## src/rtl/afx_pkg.sv

```systemverilog
// Shared types, opcodes and helpers for the ALU execute block.
package afx_pkg;

    localparam int REG_COUNT = 8;
    localparam int REG_IDX_W = (REG_COUNT > 1) ? $clog2(REG_COUNT) : 1;

    typedef logic [7:0]           data_t;
    typedef logic [REG_IDX_W-1:0] reg_idx_t;
    typedef logic [4:0]           mode_t;
    typedef logic [3:0]           mask_t;

    typedef struct packed {
        logic o;
        logic c;
        logic s;
        logic z;
    } flags_t;

    localparam mode_t MODE_CLR     = 5'd0;
    localparam mode_t MODE_MOV     = 5'd1;
    localparam mode_t MODE_AND     = 5'd2;
    localparam mode_t MODE_OR      = 5'd3;
    localparam mode_t MODE_XOR     = 5'd4;
    localparam mode_t MODE_ADD     = 5'd5;
    localparam mode_t MODE_ADC     = 5'd6;
    localparam mode_t MODE_SUB     = 5'd7;
    localparam mode_t MODE_SBB     = 5'd8;
    localparam mode_t MODE_TEST    = 5'd9;
    localparam mode_t MODE_INC     = 5'd10;
    localparam mode_t MODE_DEC     = 5'd11;
    localparam mode_t MODE_NOT     = 5'd12;
    localparam mode_t MODE_NEG     = 5'd13;
    localparam mode_t MODE_RND     = 5'd14;
    localparam mode_t MODE_SHL     = 5'd15;
    localparam mode_t MODE_SHR     = 5'd16;
    localparam mode_t MODE_SAR     = 5'd17;
    localparam mode_t MODE_RCL     = 5'd18;
    localparam mode_t MODE_RCR     = 5'd19;
    localparam mode_t MODE_LOADIMM = 5'd20;

    localparam data_t LFSR_RESET = 8'hE1;
    localparam data_t SIGN_BIT   = 8'h80;

    localparam int RED_W = REG_IDX_W + 1;

    function automatic reg_idx_t reg_reduce(input logic [2:0] idx);
        logic [RED_W+2:0] v;
        v = (RED_W+3)'(idx);
        for (int i = 0; i < 8; i++) begin
            if (v >= (RED_W+3)'(REG_COUNT)) begin
                v = v - (RED_W+3)'(REG_COUNT);
            end
        end
        return v[REG_IDX_W-1:0];
    endfunction

endpackage

```

## src/rtl/afx_regfile.sv

```systemverilog
// Register file memory with two registered read ports, write bypass and reset-to-zero valid bits.
module afx_regfile
    import afx_pkg::*;
(
    input  logic     clk,
    input  logic     rst_n,
    input  logic     rd_en,
    input  reg_idx_t rd_a_idx,
    input  reg_idx_t rd_b_idx,
    output data_t    rd_a_data,
    output data_t    rd_b_data,
    input  logic     wr_en,
    input  reg_idx_t wr_idx,
    input  data_t    wr_data
);

    data_t                rf_mem [REG_COUNT];
    logic [REG_COUNT-1:0] vld_reg;
    logic [REG_COUNT-1:0] vld_next;
    data_t                rd_a_reg;
    data_t                rd_b_reg;
    logic                 rd_a_vld_reg;
    logic                 rd_b_vld_reg;

    always_comb
    begin
        vld_next = vld_reg;
        if (wr_en)
        begin
            vld_next[wr_idx] = 1'b1;
        end
    end

    always_ff @(posedge clk)
    begin
        if (wr_en)
        begin
            rf_mem[wr_idx] <= wr_data;
        end
    end

    always_ff @(posedge clk)
    begin
        if (rd_en)
        begin
            rd_a_reg <= (wr_en && (wr_idx == rd_a_idx)) ? wr_data : rf_mem[rd_a_idx];
            rd_b_reg <= (wr_en && (wr_idx == rd_b_idx)) ? wr_data : rf_mem[rd_b_idx];
        end
    end

    always_ff @(posedge clk or negedge rst_n)
    begin
        if (!rst_n)
        begin
            vld_reg      <= '0;
            rd_a_vld_reg <= 1'b0;
            rd_b_vld_reg <= 1'b0;
        end
        else
        begin
            vld_reg <= vld_next;
            if (rd_en)
            begin
                rd_a_vld_reg <= vld_next[rd_a_idx];
                rd_b_vld_reg <= vld_next[rd_b_idx];
            end
        end
    end

    assign rd_a_data = rd_a_vld_reg ? rd_a_reg : '0;
    assign rd_b_data = rd_b_vld_reg ? rd_b_reg : '0;

endmodule

```

## src/rtl/afx_alu.sv

```systemverilog
// Combinational ALU: result, masked flag update and random source step.
module afx_alu
    import afx_pkg::*;
(
    input  mode_t  mode,
    input  data_t  va,
    input  data_t  vb,
    input  mask_t  flag_mask,
    input  data_t  imm_value,
    input  flags_t flags_in,
    input  data_t  lfsr_in,
    output data_t  result,
    output flags_t flags_out,
    output data_t  lfsr_out
);

    localparam logic [1:0] KIND_NONE = 2'd0;
    localparam logic [1:0] KIND_ADD  = 2'd1;
    localparam logic [1:0] KIND_SUB  = 2'd2;
    localparam logic [1:0] KIND_SHR  = 2'd3;

    logic [1:0] kind;
    data_t      y;
    data_t      lfsr_step;
    logic       carry;
    logic       ovf;

    assign lfsr_step = {lfsr_in[0] ^ lfsr_in[2] ^ lfsr_in[3] ^ lfsr_in[5], lfsr_in[7:1]};
    assign lfsr_out  = (mode == MODE_RND) ? lfsr_step : lfsr_in;

    always_comb
    begin
        kind   = KIND_NONE;
        y      = vb;
        carry  = 1'b0;
        result = '0;
        unique case (mode)
            MODE_MOV: result = vb;
            MODE_AND: result = va & vb;
            MODE_OR:  result = va | vb;
            MODE_XOR: result = va ^ vb;
            MODE_ADD:
            begin
                kind            = KIND_ADD;
                {carry, result} = {1'b0, va} + {1'b0, vb};
            end
            MODE_ADC:
            begin
                kind            = KIND_ADD;
                {carry, result} = {1'b0, va} + {1'b0, vb} + {8'h00, flags_in.c};
            end
            MODE_SUB:
            begin
                kind            = KIND_SUB;
                {carry, result} = {1'b0, va} - {1'b0, vb};
            end
            MODE_SBB:
            begin
                kind            = KIND_SUB;
                {carry, result} = {1'b0, va} - {1'b0, vb} - {8'h00, flags_in.c};
            end
            MODE_TEST:
            begin
                kind   = KIND_SUB;
                y      = '0;
                result = va;
            end
            MODE_INC:
            begin
                kind            = KIND_ADD;
                y               = 8'h01;
                {carry, result} = {1'b0, va} + 9'd1;
            end
            MODE_DEC:
            begin
                kind            = KIND_SUB;
                y               = 8'h01;
                {carry, result} = {1'b0, va} - 9'd1;
            end
            MODE_NOT: result = ~va;
            MODE_NEG:
            begin
                kind   = KIND_SUB;
                y      = '0;
                result = va | SIGN_BIT;
            end
            MODE_RND: result = lfsr_step;
            MODE_SHL:
            begin
                kind   = KIND_ADD;
                y      = va;
                result = {va[6:0], 1'b0};
                carry  = va[7];
            end
            MODE_SHR:
            begin
                kind   = KIND_SHR;
                result = {1'b0, va[7:1]};
                carry  = va[0];
            end
            MODE_SAR:
            begin
                kind   = KIND_SHR;
                result = {va[7], va[7:1]};
                carry  = va[0];
            end
            MODE_RCL:
            begin
                kind   = KIND_ADD;
                y      = va;
                result = {va[6:0], flags_in.c};
                carry  = va[7];
            end
            MODE_RCR:
            begin
                kind   = KIND_SHR;
                result = {flags_in.c, va[7:1]};
                carry  = va[0];
            end
            MODE_LOADIMM: result = imm_value;
            default:      result = '0;
        endcase
    end

    always_comb
    begin
        ovf = 1'b0;
        if (kind == KIND_ADD)
        begin
            ovf = (va[7] ^ result[7]) & (y[7] ^ result[7]);
        end
        else if (kind == KIND_SUB)
        begin
            ovf = (va[7] ^ y[7]) & (va[7] ^ result[7]);
        end
    end

    always_comb
    begin
        flags_out = flags_in;
        if (mode != MODE_LOADIMM)
        begin
            if (flag_mask[0])
            begin
                flags_out.z = (result == '0);
            end
            if (flag_mask[1])
            begin
                flags_out.s = result[7];
            end
            if (flag_mask[2] && (kind != KIND_NONE))
            begin
                flags_out.c = carry;
            end
            if (flag_mask[3] && ((kind == KIND_ADD) || (kind == KIND_SUB)))
            begin
                flags_out.o = ovf;
            end
        end
    end

endmodule

```

## src/rtl/alu_execute_with_flags.sv

```systemverilog
// Top level of the ALU execute block: operand read stage, execute and write-back, result register.
// Takes one instruction per clock cycle unless the output side stalls. An accepted instruction
// reads its operands from the register file memory into the read-port registers at the accepting
// edge; once the output side can take it, the instruction executes, writes register A and loads
// the result register, from which the result is offered until it transfers. A back-to-back
// dependency on the register just written is served by the register file's write bypass, and
// the flags and random source sit in flip-flops, so the read-modify-write of the register file
// sets the rate of one per cycle while the output side does not stall. After reset all registers
// read as zero, all flags are clear and the random source holds 0xE1.
module alu_execute_with_flags
    import afx_pkg::*;
(
    input  logic       clk,
    input  logic       rst_n,
    input  logic       in_valid,
    output logic       in_stall,
    input  logic [4:0] mode,
    input  logic [2:0] reg_a,
    input  logic [2:0] reg_b,
    input  logic       two_operands,
    input  logic [3:0] flag_mask,
    input  logic [7:0] imm_value,
    output logic       out_valid,
    input  logic       out_stall,
    output logic [7:0] result_value,
    output logic       zero_flag,
    output logic       sign_flag,
    output logic       carry_flag,
    output logic       overflow_flag
);

    logic     in_xfer;
    logic     s1_advance;
    logic     exec_fire;
    logic     s1_valid_reg;
    logic     s1_valid_next;
    logic     out_valid_reg;
    logic     out_valid_next;
    mode_t    s1_mode_reg;
    reg_idx_t s1_ia_reg;
    logic     s1_two_reg;
    mask_t    s1_mask_reg;
    data_t    s1_imm_reg;
    flags_t   flags_reg;
    data_t    lfsr_reg;
    data_t    out_result_reg;
    flags_t   out_flags_reg;
    data_t    rd_a_data;
    data_t    rd_b_data;
    data_t    vb;
    data_t    alu_result;
    flags_t   alu_flags;
    data_t    alu_lfsr;

    assign s1_advance = !out_valid_reg || !out_stall;
    assign exec_fire  = s1_valid_reg && s1_advance;
    assign in_stall   = s1_valid_reg && !s1_advance;
    assign in_xfer    = in_valid && !in_stall;

    assign vb = s1_two_reg ? rd_b_data : '0;

    afx_regfile u_regfile (
        .clk       (clk),
        .rst_n     (rst_n),
        .rd_en     (in_xfer),
        .rd_a_idx  (reg_reduce(reg_a)),
        .rd_b_idx  (reg_reduce(reg_b)),
        .rd_a_data (rd_a_data),
        .rd_b_data (rd_b_data),
        .wr_en     (exec_fire),
        .wr_idx    (s1_ia_reg),
        .wr_data   (alu_result)
    );

    afx_alu u_alu (
        .mode      (s1_mode_reg),
        .va        (rd_a_data),
        .vb        (vb),
        .flag_mask (s1_mask_reg),
        .imm_value (s1_imm_reg),
        .flags_in  (flags_reg),
        .lfsr_in   (lfsr_reg),
        .result    (alu_result),
        .flags_out (alu_flags),
        .lfsr_out  (alu_lfsr)
    );

    always_comb
    begin
        s1_valid_next = s1_valid_reg;
        if (in_xfer)
        begin
            s1_valid_next = 1'b1;
        end
        else if (exec_fire)
        begin
            s1_valid_next = 1'b0;
        end
        out_valid_next = exec_fire || (out_valid_reg && out_stall);
    end

    always_ff @(posedge clk or negedge rst_n)
    begin
        if (!rst_n)
        begin
            s1_valid_reg  <= 1'b0;
            out_valid_reg <= 1'b0;
            flags_reg     <= '0;
            lfsr_reg      <= LFSR_RESET;
        end
        else
        begin
            s1_valid_reg  <= s1_valid_next;
            out_valid_reg <= out_valid_next;
            if (exec_fire)
            begin
                flags_reg <= alu_flags;
                lfsr_reg  <= alu_lfsr;
            end
        end
    end

    always_ff @(posedge clk)
    begin
        if (in_xfer)
        begin
            s1_mode_reg <= mode;
            s1_ia_reg   <= reg_reduce(reg_a);
            s1_two_reg  <= two_operands;
            s1_mask_reg <= flag_mask;
            s1_imm_reg  <= imm_value;
        end
        if (exec_fire)
        begin
            out_result_reg <= alu_result;
            out_flags_reg  <= alu_flags;
        end
    end

    assign out_valid     = out_valid_reg;
    assign result_value  = out_result_reg;
    assign zero_flag     = out_flags_reg.z;
    assign sign_flag     = out_flags_reg.s;
    assign carry_flag    = out_flags_reg.c;
    assign overflow_flag = out_flags_reg.o;

endmodule

```

## config.mk

```make
export PLATFORM = sky130hd
export DESIGN_NAME = alu_execute_with_flags
export DESIGN_NICKNAME = d
export VERILOG_FILES = /design/src/rtl/afx_pkg.sv /design/src/rtl/afx_regfile.sv /design/src/rtl/afx_alu.sv /design/src/rtl/alu_execute_with_flags.sv
export SDC_FILE = /design/constraint.sdc
export NUM_CORES = 1
export LEC_CHECK = 0
export BUFFER_PORTS_ARGS = -buffer_cell sky130_fd_sc_hd__buf_2
export CAP_MARGIN = 15
export CORE_AREA = 3 3 134 136
export DETAILED_ROUTE_END_ITERATION = 12
export DIE_AREA = 0 0 137 139
export PLACE_DENSITY = 0.68
export SETUP_SLACK_MARGIN = 0.5
export SLEW_MARGIN = 20
export SYNTH_ARGS = -nofsm -noshare
export SYNTH_HDL_FRONTEND = slang
export SYNTH_SLANG_ARGS = --single-unit
```

## constraint.sdc

```tcl
create_clock -name clk -period 4.2 [get_ports clk]
set_input_delay 0.42 -clock clk [delete_from_list [all_inputs] [get_ports clk]]
set_output_delay 0.42 -clock clk [all_outputs]
set_load 0.05 [all_outputs]
```

==> flow_summary.ini, run 1 <==
[outcome]
status = finished clean

[synthesis]
async_flop_share_pct = 17.52
synthCells = 783
yosys_register_bits = 137
yosys.area_share.simple_pct = 15.61
synthFlopType = edfxtp_1
synth_cell_type_count = 81
synthMuxAreaShare_pct = 13.37
syn_area_per_cell_sq_um = 11.15
ys_seq_area_share_pct = 45.80
synth_nets = 844
synth_area_sq_um = 8731
synth_xor_area_share_pct = 3.712
yosysTopAreaCell = edfxtp_1
synth_top_family_by_area = simple AND/OR/NAND/NOR gates
synth-edff-count = 113
netlist_top_cells_area = edfxtp_1, mux4_2, dfrtp_1, ha_1, xnor2_1
synth_compound_area_share_pct = 12.80
yosys.area_share.adder_pct = 4.815
yosysWarnings = 0
yosysTopAreaCellShare_pct = 38.87

[sta]
finalCritPeriodShare_pct = 89.83
finalHoldViolCount = 0
worst_pin_slew_ns = 0.7385
setup_violations = 0
period_needed_ns = 3.773
slew_headroom_pct = 50.62
skew_ns = 0.01343
finalWorstSetupSlack_ns = 0.4270
slew_viol_final = 0
max_freq_mhz = 265.0
setup-tns-final_ns = 0
rsz0062_at_grt = true

[power]
power_w = 0.004735
vdd_drop_max_mv = 0.3158
power_leakage_nw = 4.069
power.density_nw_per_um2 = 450.2

[layout]
drive_gt1_share_pct = 28.36
diodes = 0
final_cells = 1117
final_util_pct = 61.66
area_delta_synth_final_pct = 20.45
largest_register = u_regfile.rf_mem
largest_register_ffs = 64
nets = 940

[detailed_routing]
drt_wl_total_microns = 28170
via_count = 7090
routed_via_density = 6.347
drc = 0
wl_per_cell_microns = 25.22
drt_iter0_drc = 657
drt-pass1-iter-count = 5
drtAntennaViolNets = 0

[worst_setup_path]
r2r_start = s1_two_reg$_DFFE_PP_
reg2reg_slack_ns = 0.43
crit_type = flop to flop
end_kind = flop
path_max_fanout = 4
reg2reg_depth = 15
worstReg2RegEnd = overflow_flag$_DFFE_PP_
cp.arrival_ns = 3.94
worst_setup_path_start_kind = flop
cp.required_ns = 4.37

[floorplanning]
initial_core_util_pct = 51.19
die_w_microns = 137
num_rows = 48
core_area_sq_um = 17060
io_pins = 42
die_area_sq_um = 19040
die_y_microns = 139

[global_routing]
globalRouteTotalUtil_pct = 30.15
grt_pass1_wl_microns = 43030
grt_max_degree = 25
antenna_found_initial = 0
grt_pass1_vias = 7141
grt-ovfl-total = 0

[worst_hold_path]
hold_class = primary input to async pin

[clock_network]
cts_tree = yes
clk_latency_ns = 0.43
cts_buffers = 17
cts-root-buf = clkbuf_16
cts.htree.levels = 4
clkSinkCount = 137
cts_hold_buf = 0
cts_buffer_depth = 2
clkTransAtPathRegs_ns = 0.06

[run]
maxCapViolations = 0

[placement]
dpl.hpwl_microns = 20330
place_ws_ns = 0.1109
dp_cells = 1060
port-buffer-count = 41
finalWeightedCongestion = 1.046
routing by layer:
metal  vias to the layer above  part of all wire (%)  GRT usage, %
li1                       3183                     -             -
met1                      3535                    39         39.21
met2                       317                    51         51.10
met3                        55                   6.2         4.245
met4                         0                   3.2         11.29
met5                         -                     0             0
worst max-delay path, stage by stage (launching register included):
cell and delay (ns):
edfxtp_1 0.41, and2_4 0.21, buf_4 0.13, buf_4 0.13
nand2_1 0.21, inv_1 0.15, ha_1 0.26, a32oi_1 0.19
o32ai_1 0.11, a2111oi_1 0.60, nand4_1 0.34, a21oi_2 0.24
buf_4 0.17, a21oi_1 0.08, o21ai_0 0.19, nand3_1 0.09
cell usage after synthesis, types with 9 or more instances:
cell      number
and2_1        14
nand2b_1      11
mux4_2        36
nor2_1        58
o22ai_1       13
nor3_1        14
edfxtp_1     113
a21oi_1       38
nor2b_1        9
xnor2_1       29
dfrtp_1       20
nand2_1       60
mux2_2        13
o21ai_0       26
clkbuf_1      25
ha_1          32
buf_2         11
mux2i_1       21
nand3_1       32
nor4_1         9
inv_1         39
how the worst max path moves through the flow:
stage / endpoint / from / slack [ns]
after global routing: flags_reg[0]$_DFFE_PN0P_ / s1_two_reg$_DFFE_PP_ / 0.34
after global placement: u_regfile.rd_b_reg[4]$_DFFE_PP_ / u_regfile.rd_a_vld_reg$_DFFE_PN0P_ / 0.14
final: overflow_flag$_DFFE_PP_ / s1_two_reg$_DFFE_PP_ / 0.43
after detailed placement: u_regfile.rd_b_reg[4]$_DFFE_PP_ / s1_two_reg$_DFFE_PP_ / 0.11
after floorplan: carry_flag$_DFFE_PP_ / s1_two_reg$_DFFE_PP_ / 0.53
after CTS: overflow_flag$_DFFE_PP_ / s1_mode_reg[0]$_DFFE_PP_ / 0.52
placed cells by master (no fill, tap or decap), types with 4 or more instances in the layout:
master,synthesis,layout
nor3_1,14,12
o211ai_1,8,8
ha_1,32,27
or3_1,4,4
o21ai_1,3,6
nand2_1,60,57
edfxtp_1,113,113
inv_1,39,37
clkinv_4,0,4
nor4_1,9,4
a31oi_1,4,4
buf_4,0,74
o21ai_0,26,23
a21o_1,8,8
nand4_1,8,8
dfstp_2,4,4
dfrtp_1,20,19
o22ai_1,13,13
clkbuf_16,0,17
xor2_1,8,6
a21oi_1,38,36
mux4_2,36,36
a2111oi_0,8,4
xnor2_1,29,27
or4_1,4,4
inv_6,0,5
nor2b_1,9,9
a211o_1,5,4
and2_1,14,11
mux2i_1,21,21
mux2_2,13,12
nor3b_1,6,6
or2_2,4,4
nand3b_1,6,6
nor2_1,58,58
buf_2,11,42
nand3_1,32,31
ha_4,0,4
nand2b_1,11,11
through the flow:
stage / hold slack [ns] / instance area, sq um
3_3_place_gp: 0.4387 / 9453
3_5_place_dp: 0.4439 / 9453
6_report: 0.0003190 / 10520
4_1_cts: 0.002396 / 10150
2_1_floorplan: 0.1244 / 8748
5_1_grt: 0.02274 / 10520
power breakdown:
part | switching (W) | internal, W | total (W) | leakage, nW
combinational | 0.000897 | 0.000592 | 0.00149 | 2.44
clock | 0.000604 | 0.000950 | 0.00155 | 0.298
sequential | 0.0000668 | 0.00162 | 0.00169 | 1.33
total | 0.00157 | 0.00317 | 0.00473 | 4.07
kinds of logic after synthesis:
kind of cell    Yosys count
flops                   137
xor+xnor                 37
simple gates            261
compound gates          162
buf+inv                  83
fa+ha+maj                33
mux                      70
area by class of cell:
| class | count | area [sq um] |
|---|---|---|
| Timing Repair Buffer | 119 | 799.5 |
| Clock inverter | 14 | 187.7 |
| Multi-Input combinational cell | 563 | 4662 |
| Fill cell | 1426 | 6540 |
| Clock buffer | 18 | 429.2 |
| Inverter | 41 | 156.4 |
| Tap cell | 225 | 281.5 |
| Sequential cell | 137 | 4000 |
timing repair:
item	CTS	global route
gates resized for setup	19	39
setup endpoints to repair	52	36
pin swaps	9	22
buffers inserted	2	23
(Power assumes the default switching activity.)
==> run 2: changes to the inputs <==
--- a/config.mk
+++ b/config.mk
@@ -7,9 +7,9 @@
 export LEC_CHECK = 0
 export BUFFER_PORTS_ARGS = -buffer_cell sky130_fd_sc_hd__buf_2
 export CAP_MARGIN = 15
-export CORE_AREA = 3 3 134 136
+export CORE_AREA = 2 2 133 135
 export DETAILED_ROUTE_END_ITERATION = 12
-export DIE_AREA = 0 0 137 139
+export DIE_AREA = 0 0 135 137
 export PLACE_DENSITY = 0.68
 export SETUP_SLACK_MARGIN = 0.5
 export SLEW_MARGIN = 20
==> constraint.sdc (replaced) <==
create_clock -name clk -period 4.75 [get_ports clk]
set_input_delay 0.475 -clock clk [delete_from_list [all_inputs] [get_ports clk]]
set_output_delay 0.475 -clock clk [all_outputs]
set_load 0.05 [all_outputs]
==> run 2 against run 1 <==
Against the previous run: sequential share of layout area is 2.4 points higher; fmax fell by 6.7%; first-iteration DRC count decreased by 1.8%; largest power group unchanged.
==> flow_summary.ini, run 2 (synthesis gave the netlist of run 1 again) <==
[outcome]
status = finished clean

[worst_setup_path]
path_max_fanout = 7
cp.arrival_ns = 4.40
crit_path_cell_trace = and2_2 > nand2_1 > inv_1 > ha_2 > fa_2 > and3b_1 > or4_1 > and2_1 > xnor2_1 > a211o_1 > a211oi_2 > nand3_1 > nor4_2 > a22o_1
crit_type = flop to flop
reg2reg_depth = 14
slowest_delay_ns = 0.50
critPathBufInv = 1
crit_family = simple AND/OR/NAND/NOR gates
critical_path_depth = 14
end_kind = flop
cp_slowest_cell = or4_1
cp.required_ns = 5.11
worst_setup_path_start_kind = flop

[power]
power.density_nw_per_um2 = 396.4
vdd_drop_max_mv = 0.3191
power_w = 0.003920
power_leakage_nw = 3.744

[detailed_routing]
drt_wl_total_microns = 26360
drtAntennaViolNets = 0
drt_iter0_drc = 645
routed_via_density = 6.442
wl_per_cell_microns = 24.77
drc = 0
via_count = 6854
drt-pass1-iter-count = 5

[run]
maxCapViolations = 0

[sta]
rsz0062_at_grt = false
slew_viol_final = 0
setup-tns-final_ns = 0
finalHoldViolCount = 0
setup_violations = 0
max_freq_mhz = 247.2
worst_pin_slew_ns = 1.062
period_needed_ns = 4.045
skew_ns = 0.01195
finalCritPeriodShare_pct = 85.16
slew_headroom_pct = 28.85

[clock_network]
cts-root-buf = clkbuf_16
cts_buffers = 17
clk_latency_ns = 0.43
clkTransAtPathRegs_ns = 0.07
cts_tree = yes
clkSinkCount = 137
cts.htree.levels = 4
cts_buffer_depth = 2

[global_routing]
grt-ovfl-total = 0
grt_max_degree = 26
grt_pass1_wl_microns = 40160
globalRouteTotalUtil_pct = 29.59
antenna_found_initial = 0
grt_pass1_vias = 6721

[worst_hold_path]
hold_class = primary input to async pin

[floorplanning]
core_area_sq_um = 17060
die_y_microns = 137
io_pins = 42
num_rows = 48
die_area_sq_um = 18500
initial_core_util_pct = 51.19
die_w_microns = 135

[layout]
final_common_cell = edfxtp_1
area_delta_synth_final_pct = 13.26
largest_register = u_regfile.rf_mem
nets = 887
drive_gt1_share_pct = 21.93
layout_common_cells = edfxtp_1, nand2_1, nor2_1
diodes = 0
largest_register_ffs = 64

[placement]
port-buffer-count = 41
finalWeightedCongestion = 1.016
dpl.hpwl_microns = 19230
==> run 2: cell count changes in the layout (fill, tap and decap cells not counted), sizes merged <==
cell	previous run	this run
bufinv	3	1
clkinv	5	3
inv	46	50
buf	119	66
clkbuf	18	17
clkinvlp	1	2
==> run 2: power by group <==
| group | internal [W] | switching [W] |
|---|---|---|
| Clock | 0.000751 | 0.000581 |
| Sequential | 0.00143 | 0.0000678 |
| Combinational | 0.000400 | 0.000685 |
| Total | 0.00259 | 0.00133 |
==> run 2: final cells by class <==
cell class	instances	area, sq um
Timing Repair Buffer	66	392.9
Sequential cell	137	4000
Fill cell	1456	7168
Multi-Input combinational cell	563	4464
Clock buffer	17	425.4
Clock inverter	15	170.2
Tap cell	225	281.5
Inverter	41	153.9
==> run 2: path summary, 6_finish.rpt <==
check                                               start                            endpoint  slack [ns]
max                                  s1_two_reg$_DFFE_PP_            flags_reg[0]$_DFFE_PN0P_        0.71
max in group asynchronous                           rst_n  u_regfile.rd_a_vld_reg$_DFFE_PN0P_        4.29
min                                                 rst_n      u_regfile.vld_reg[7]$_DFF_PN0_        0.05
max reg2reg                          s1_two_reg$_DFFE_PP_            flags_reg[0]$_DFFE_PN0P_        0.71
min in group clk                             flag_mask[2]            s1_mask_reg[2]$_DFFE_PP_        0.23
min reg2reg                u_regfile.vld_reg[3]$_DFF_PN0_      u_regfile.vld_reg[3]$_DFF_PN0_        0.47
==> run 2: timing repair <==
action / CTS / global route
resized for setup: 5 / 12
setup buffers: 0 / 1
pin swaps: 0 / 2
endpoints found under the setup margin: 9 / 24
hold buffers: 0 / 0
==> run 2: metal layers <==
layer,part of all wire [%],vias to the layer above,GRT usage [%]
met5,0,-,0
met4,3.6,0,10.94
met3,5.3,54,4.111
met2,51,280,51.97
met1,40,3443,37.46
li1,-,3077,-
==> run 2: through the flow <==
step	area, sq um	worst slack (ns)	hold slack (ns)	utilization (%)	instances
finish	9888	0.7051	0.04606	57.97	1064
global route	9888	0.5309	0.06940	57.97	1064
CTS	9848	0.5148	0.04799	57.74	1063
detailed placement	9238	0.3009	0.4476	54.16	1031
global placement	9233	0.4360	0.4362	54.13	1031
floorplan	8731	0.8896	0.1794	-	783
==> run 2: worst register-to-register path, stage by stage (launching register included) <==
cell	delay [ns]
edfxtp_1	0.43
and2_2	0.27
nand2_1	0.14
inv_1	0.08
ha_2	0.24
fa_2	0.44
and3b_1	0.22
or4_1	0.50
and2_1	0.25
xnor2_1	0.16
a211o_1	0.31
a211oi_2	0.31
nand3_1	0.20
nor4_2	0.23
a22o_1	0.19
